File: src/rtl/core/digit_dominated_prefix_count_assert.svh
// Assertion macros for the digit-dominated prefix count block.
// Expect i_clk and i_rst_n in the scope of each use.
`ifndef DIGIT_DOMINATED_PREFIX_COUNT_ASSERT_SVH
`define DIGIT_DOMINATED_PREFIX_COUNT_ASSERT_SVH

// Same-cycle implication.
`define DDPC_ASSERT_NOW(lbl, ante, cons) \
    lbl: assert property (@(posedge i_clk) disable iff (!i_rst_n) (ante) |-> (cons)) \
        else $error("ddpc check failed");

// Next-cycle implication.
`define DDPC_ASSERT_NEXT(lbl, ante, cons) \
    lbl: assert property (@(posedge i_clk) disable iff (!i_rst_n) (ante) |=> (cons)) \
        else $error("ddpc check failed");

`endif

File: src/rtl/core/ddpc_pkg.sv
// Shared types and constants for the digit-dominated prefix count block.
// No dependencies.
`timescale 1ns / 1ps

package ddpc_pkg;
    localparam int VALUE_WIDTH = 64;
    localparam int RADIX_WIDTH = 8;
    localparam int PROD_WIDTH  = VALUE_WIDTH + RADIX_WIDTH + 1;
    localparam int BYTE_STEPS  = VALUE_WIDTH / 8;
    localparam int STEP_WIDTH  = $clog2(BYTE_STEPS);

    typedef enum logic [2:0] {
        ST_IDLE,
        ST_DIVM,
        ST_DIVY,
        ST_MULY,
        ST_MULM,
        ST_DONE
    } t_state;
endpackage

File: src/rtl/core/digit_dominated_prefix_count.sv
// Top level of the digit-dominated prefix count block.
// Depends on ddpc_pkg and digit_dominated_prefix_count_assert.svh.
`timescale 1ns / 1ps
`include "digit_dominated_prefix_count_assert.svh"

// Counts k in 0..upper_bound whose every base-radix digit is at most the
// matching digit of limit_value, saturating at 2^64-1.
// Input channel: i_in_valid with o_in_stall; a beat is taken when valid is
// high and stall is low. Output channel: o_out_valid with i_out_stall.
// The user must write the radix register (i_cfg_we / i_cfg_wdata) only
// while idle; the block does not enforce it. A radix of 0 or 1 acts as 2.
// Digits are taken least significant first. Each digit costs byte-wise
// division for each operand through one shared 16/8 divide step (ST_DIVM,
// then ST_DIVY), then ST_MULY and ST_MULM on one shared 64x9 multiplier.
// The work ends once both quotients reach zero, after D digits, D the digit
// count of the larger operand (at most 64 digits); at least one digit is
// always processed.
// One item is in flight; o_in_stall is high from acceptance until the
// result beat is taken. The result is held while i_out_stall is high.
// Reset (synchronous, active low) sets the radix to 2 and drops any item.
module digit_dominated_prefix_count (
    input  logic                            i_clk,
    input  logic                            i_rst_n,
    input  logic                            i_cfg_we,
    input  logic [ddpc_pkg::RADIX_WIDTH-1:0] i_cfg_wdata,
    input  logic                            i_in_valid,
    output logic                            o_in_stall,
    input  logic [ddpc_pkg::VALUE_WIDTH-1:0] i_limit_value,
    input  logic [ddpc_pkg::VALUE_WIDTH-1:0] i_upper_bound,
    output logic                            o_out_valid,
    input  logic                            i_out_stall,
    output logic [ddpc_pkg::VALUE_WIDTH-1:0] o_dominated_count
);
    import ddpc_pkg::*;

    t_state                  r_state, n_state;
    logic [RADIX_WIDTH-1:0]  r_radix;
    logic [VALUE_WIDTH-1:0]  r_m, r_y, r_lower, r_cnt, r_prod;
    logic [RADIX_WIDTH-1:0]  r_rem, r_md, r_yd;
    logic [STEP_WIDTH-1:0]   r_step;

    // shared divide step
    logic [VALUE_WIDTH-1:0]  div_op;
    logic [RADIX_WIDTH-1:0]  div_byte, div_q, div_rem;
    logic [RADIX_WIDTH:0]    part;
    logic [VALUE_WIDTH-1:0]  div_shift;

    // shared multiplier
    logic [RADIX_WIDTH:0]    mul_b;
    logic [PROD_WIDTH-1:0]   mul_p;
    logic [VALUE_WIDTH-1:0]  mul_sat;
    logic [VALUE_WIDTH:0]    add_sum;
    logic [VALUE_WIDTH-1:0]  add_sat;
    logic                    over;

    always_comb begin
        div_op   = (r_state == ST_DIVY) ? r_y : r_m;
        div_byte = div_op[VALUE_WIDTH-1 -: RADIX_WIDTH];
        part     = '0;
        div_q    = '0;
        div_rem  = (r_step == '0) ? '0 : r_rem;
        for (int j = RADIX_WIDTH - 1; j >= 0; j--) begin
            part = {div_rem, div_byte[j]};
            if (part >= {1'b0, r_radix}) begin
                part     = part - {1'b0, r_radix};
                div_q[j] = 1'b1;
            end
            div_rem = part[RADIX_WIDTH-1:0];
        end
        div_shift = {div_op[VALUE_WIDTH-RADIX_WIDTH-1:0], div_q};
    end

    assign over    = r_yd > r_md;
    assign mul_b   = (r_state == ST_MULY) ? {1'b0, r_yd} : ({1'b0, r_md} + 1'b1);
    assign mul_p   = {{(PROD_WIDTH-VALUE_WIDTH){1'b0}}, r_lower} * PROD_WIDTH'(mul_b);
    assign mul_sat = (|mul_p[PROD_WIDTH-1:VALUE_WIDTH]) ? '1 : mul_p[VALUE_WIDTH-1:0];
    assign add_sum = {1'b0, r_prod} + {1'b0, r_cnt};
    assign add_sat = add_sum[VALUE_WIDTH] ? '1 : add_sum[VALUE_WIDTH-1:0];

    always_comb begin
        n_state = r_state;
        unique case (r_state)
            ST_IDLE: if (i_in_valid) n_state = ST_DIVM;
            ST_DIVM: if (r_step == STEP_WIDTH'(BYTE_STEPS - 1)) n_state = ST_DIVY;
            ST_DIVY: if (r_step == STEP_WIDTH'(BYTE_STEPS - 1)) n_state = ST_MULY;
            ST_MULY: n_state = ST_MULM;
            ST_MULM: n_state = (r_m == '0 && r_y == '0) ? ST_DONE : ST_DIVM;
            ST_DONE: if (!i_out_stall) n_state = ST_IDLE;
            default: n_state = ST_IDLE;
        endcase
    end

    always_ff @(posedge i_clk) begin
        if (!i_rst_n) begin
            r_state <= ST_IDLE;
            r_radix <= RADIX_WIDTH'(2);
            r_step  <= '0;
        end else begin
            r_state <= n_state;
            if (i_cfg_we) begin
                r_radix <= (i_cfg_wdata < RADIX_WIDTH'(2)) ? RADIX_WIDTH'(2) : i_cfg_wdata;
            end
            if (r_state == ST_DIVM || r_state == ST_DIVY) begin
                r_step <= r_step + 1'b1;
            end else begin
                r_step <= '0;
            end
        end
    end

    always_ff @(posedge i_clk) begin
        unique case (r_state)
            ST_IDLE: begin
                r_m     <= i_limit_value;
                r_y     <= i_upper_bound;
                r_lower <= VALUE_WIDTH'(1);
                r_cnt   <= VALUE_WIDTH'(1);
            end
            ST_DIVM: begin
                r_m   <= div_shift;
                r_rem <= div_rem;
                r_md  <= div_rem;
            end
            ST_DIVY: begin
                r_y   <= div_shift;
                r_rem <= div_rem;
                r_yd  <= div_rem;
            end
            ST_MULY: r_prod <= mul_sat;
            ST_MULM: begin
                // a digit above the limit makes every lower choice count
                r_lower <= mul_sat;
                r_cnt   <= over ? mul_sat : add_sat;
            end
            ST_DONE: ;
            default: ;
        endcase
    end

    assign o_in_stall        = (r_state != ST_IDLE);
    assign o_out_valid       = (r_state == ST_DONE);
    assign o_dominated_count = r_cnt;

    `DDPC_ASSERT_NOW(a_radix_min, 1'b1, r_radix >= RADIX_WIDTH'(2))
    `DDPC_ASSERT_NOW(a_out_busy, o_out_valid, o_in_stall)
    `DDPC_ASSERT_NOW(a_rem_range, (r_state == ST_MULY), (r_md < r_radix) && (r_yd < r_radix))
    `DDPC_ASSERT_NEXT(a_over_cnt, (r_state == ST_MULM) && over, r_cnt == r_lower)
endmodule
File: config.mk
export PLATFORM = sky130hd
export DESIGN_NAME = digit_dominated_prefix_count
export DESIGN_NICKNAME = d
export VERILOG_FILES = /design/src/rtl/core/ddpc_pkg.sv /design/src/rtl/core/digit_dominated_prefix_count.sv
export VERILOG_INCLUDE_DIRS = /design/src /design/src/rtl/core
export SDC_FILE = /design/constraint.sdc
export NUM_CORES = 2
export LEC_CHECK = 0
export ABC_AREA = 1
export BUFFER_PORTS_ARGS = -buffer_cell sky130_fd_sc_hd__buf_2
export CAP_MARGIN = 0
export CORE_MARGIN = 2
export CORE_UTILIZATION = 30
export DETAILED_ROUTE_END_ITERATION = 7
export PLACE_DENSITY = 0.54
export RECOVER_POWER = 25
export SLEW_MARGIN = 10
export SYNTH_ARGS = -nofsm -noshare
export SYNTH_HDL_FRONTEND = slang
export SYNTH_SLANG_ARGS = --single-unit
export TNS_END_PERCENT = 20
File: constraint.sdc
create_clock -name i_clk -period 20.1 [get_ports i_clk]
set_input_delay 6.03 -clock i_clk [delete_from_list [all_inputs] [get_ports i_clk]]
set_output_delay 6.03 -clock i_clk [all_outputs]
set_load 0.03 [all_outputs]
==> results.sh <==
export IMPL_synth_area_mm2=0.0409
export IMPL_tightest_slew_ns=8.13
export IMPL_critPathArrivalTime_ns=17.56
export IMPL_dr_pass1_iters=5
export IMPL_timing_fmax_mhz=58.0
export IMPL_r2r_start="r_state[2]"
export IMPL_crit_top_cell="nand2_1"
export IMPL_syn_nets=5921
export IMPL_io_pins=207
export IMPL_synth_top_area_share_pct=25.3
export IMPL_regToRegEndpoint="r_rem[7]"
export IMPL_post_route_period_util_pct=85.7
export IMPL_drt_iter0_drc=2587
export IMPL_violations="capacitance limit, slew limit"
export IMPL_antenna_found_initial=15
export IMPL_utilization_pct=33.4
export IMPL_slew_viol_final=130
export IMPL_slew_headroom_pct=-442
export IMPL_fin_worst_skew_ns=0.0343
export IMPL_status="complete, but fails checks"
export IMPL_rows=135
export IMPL_root_buffer="clkbuf_16"
export IMPL_grtUsageTotal_pct=18.9
export IMPL_critical_path_max_stage_delay_ns=0.66
export IMPL_cap_violations=1
export IMPL_vias=34400
export IMPL_ys_ff_latch=358
export IMPL_hold_path_class="reg -> reg"
export IMPL_area_growth_pct=10.5
export IMPL_grt_setup_unrepaired="false"
export IMPL_die_h_um=373
export IMPL_cp_max_fo=67
export IMPL_synth_edf_count=344
export IMPL_cp_end_kind="flip-flop"
export IMPL_hold_violations=0
export IMPL_routabilityCongestion=0.954
export IMPL_clkLatencyLatePin_ns=0.62
export IMPL_dp_hpwl_um=107000
export IMPL_synth_largest_area_cell="edfxtp_1"
export IMPL_cp_startpoint="r_state[2]"
export IMPL_ff2ff_path_depth=106
export IMPL_setup_viol=0
export IMPL_rrSetupSlack_ns=2.87
export IMPL_syn_avg_cell_area_um2=8.01
export IMPL_ys_warn_count=0
export IMPL_htree_levels=2
export IMPL_slowest_stage="buf_4"
export IMPL_fp_coreArea_mm2=0.135
export IMPL_synth_distinct_cells=59
export IMPL_grt_pass1_wl_um=206000
export IMPL_finalCriticalPeriod_ns=17.23
export IMPL_cts_tree="done"
export IMPL_clkSlewWorstSetupHoldPaths_ns=0.06
export IMPL_synth_ff_type="edfxtp_1"
export IMPL_grt_max_degree=130
export IMPL_num_fill_cells=14500
export IMPL_endpoint="r_rem[7]"
export IMPL_via_per_inst=4.87
export IMPL_dieArea_mm2=0.139
export IMPL_drive_above_1_share_pct=7.60
export IMPL_routed_wl_um=133000
export IMPL_synth_seq_area_share_pct=26.0
export IMPL_grt_pass1_vias=34900
export IMPL_initial_core_util_pct=30.2
export IMPL_wl_per_cell_um=18.9
export IMPL_worstPathRequired_ns=20.43
export IMPL_overflow=0
export IMPL_port_buffers=206
export IMPL_tns_ns=0
export IMPL_fin_nets=6059
export IMPL_drtAntennaViolNets=0
export IMPL_ys_top_cells_by_count="1075 x inv_1, 1069 x nand2_1, 500 x nor2_1, 444 x fa_1, 344 x edfxtp_1"
export IMPL_min_from="r_step[0]"
export IMPL_cts_setup_buffers=0
export IMPL_cts_sinks=358
export IMPL_remaining_drc_errors=0
export IMPL_crit_path_start_kind="flip-flop"
export IMPL_ys_async_sr_fraction_pct=0
export IMPL_yosysMostFrequentCell="inv_1"
export IMPL_synth_area_top_cells="edfxtp_1 25%, fa_1 22%, inv_1 9.9%"
export IMPL_die_w_um=373
export IMPL_crit_type="reg -> reg"
export IMPL_cts_made_buffers=44
export IMPL_cts_buffer_depth=3
export IMPL_cts_hold_buf=0
export IMPL_cts_resized=0
export IMPL_syn_inst=5104
stage by stage:
step / hold slack (ns) / cell area [um^2] / setup WS [ns] / std cells
final: 0.446 / 45200 / 2.87 / 7059
after global routing: 0.464 / 45200 / 0.896 / 7058
after CTS: 0.450 / 45200 / 2.78 / 7057
after detailed placement: 0.437 / 43800 / 2.85 / 6977
after global placement: 0.433 / 43800 / 3.02 / 6977
after floorplan: 0.417 / 40900 / 3.35 / 5104
per-layer routing:
metal  share of wire, %  GRT usage [%]  vias to the layer above
met4                2.6           4.73                       26
met2                 48           32.7                      955
li1                   -              -                    16400
met1                 43           24.4                    16800
met3                5.8           3.11                      184
met5               0.12              0                        -
layout by cell type (no fill, tap or decap), types with 26 or more instances in the layout:
cell and count:
nor3_1 29, a21oi_1 314, nor2_1 497, buf_2 206, fa_1 444, o21ai_0 213, inv_1 1072, a31oi_1 52
xnor2_1 77, ha_1 232, nand4_1 105, nand3_1 137, buf_4 26, clkbuf_16 44, nand2_1 1065, edfxtp_1 344
nor4_1 32, xor2_1 88
sequential cells by signal, indices dropped and copies added, names as in the netlist:
| signal | cells |
|---|---|
| r_m | 64 |
| r_radix | 8 |
| r_rem | 8 |
| r_lower | 64 |
| r_y | 64 |
| r_md | 8 |
| r_state | 3 |
| r_step | 3 |
| r_prod | 64 |
| o_dominated_count | 64 |
| r_yd | 8 |
cell type report:
class | instances | area [um^2] | area share, %
Antenna cell | 2 | 5.00 | 0.0111
Clock buffer | 55 | 1160 | 2.57
Clock inverter | 25 | 220 | 0.488
Inverter | 1101 | 4140 | 9.16
Multi-Input combinational cell | 3503 | 25600 | 56.6
Sequential cell | 358 | 10600 | 23.5
Tap cell | 1781 | 2230 | 4.93
Timing Repair Buffer | 234 | 1230 | 2.73
kinds of logic after synthesis:
| logic type | share of synthesized area [%] |
|---|---|
| AO/OA/AOI/OAI | 9.49 |
| flip-flops | 26.0 |
| XOR/XNOR | 3.54 |
| AND/OR/NAND/NOR | 19.9 |
| multiplexers | 0.671 |
| buffers and inverters | 11.6 |
| adder cells (fa/ha/maj) | 28.9 |
critical path, delay by kind of cell (launching register included):
family,cells,cell delay (ns)
AND/OR/NAND/NOR,51,5.93
AO/OA/AOI/OAI,31,5.76
adder cells (fa/ha/maj),8,2.62
buffers and inverters,15,1.86
flip-flops,1,0.36
multiplexers,1,0.34
worst min-delay path by stage:
stage	cells after the start	endpoint
after floorplan	1	r_step[0]
after global placement	1	r_step[0]
after detailed placement	1	r_step[0]
after CTS	1	r_step[0]
after global routing	1	r_step[0]
final	1	r_step[0]
Power is left out: the tool's default activity adds up to more than one toggle a clock period on the data nets, which glitch-free logic cannot reach.
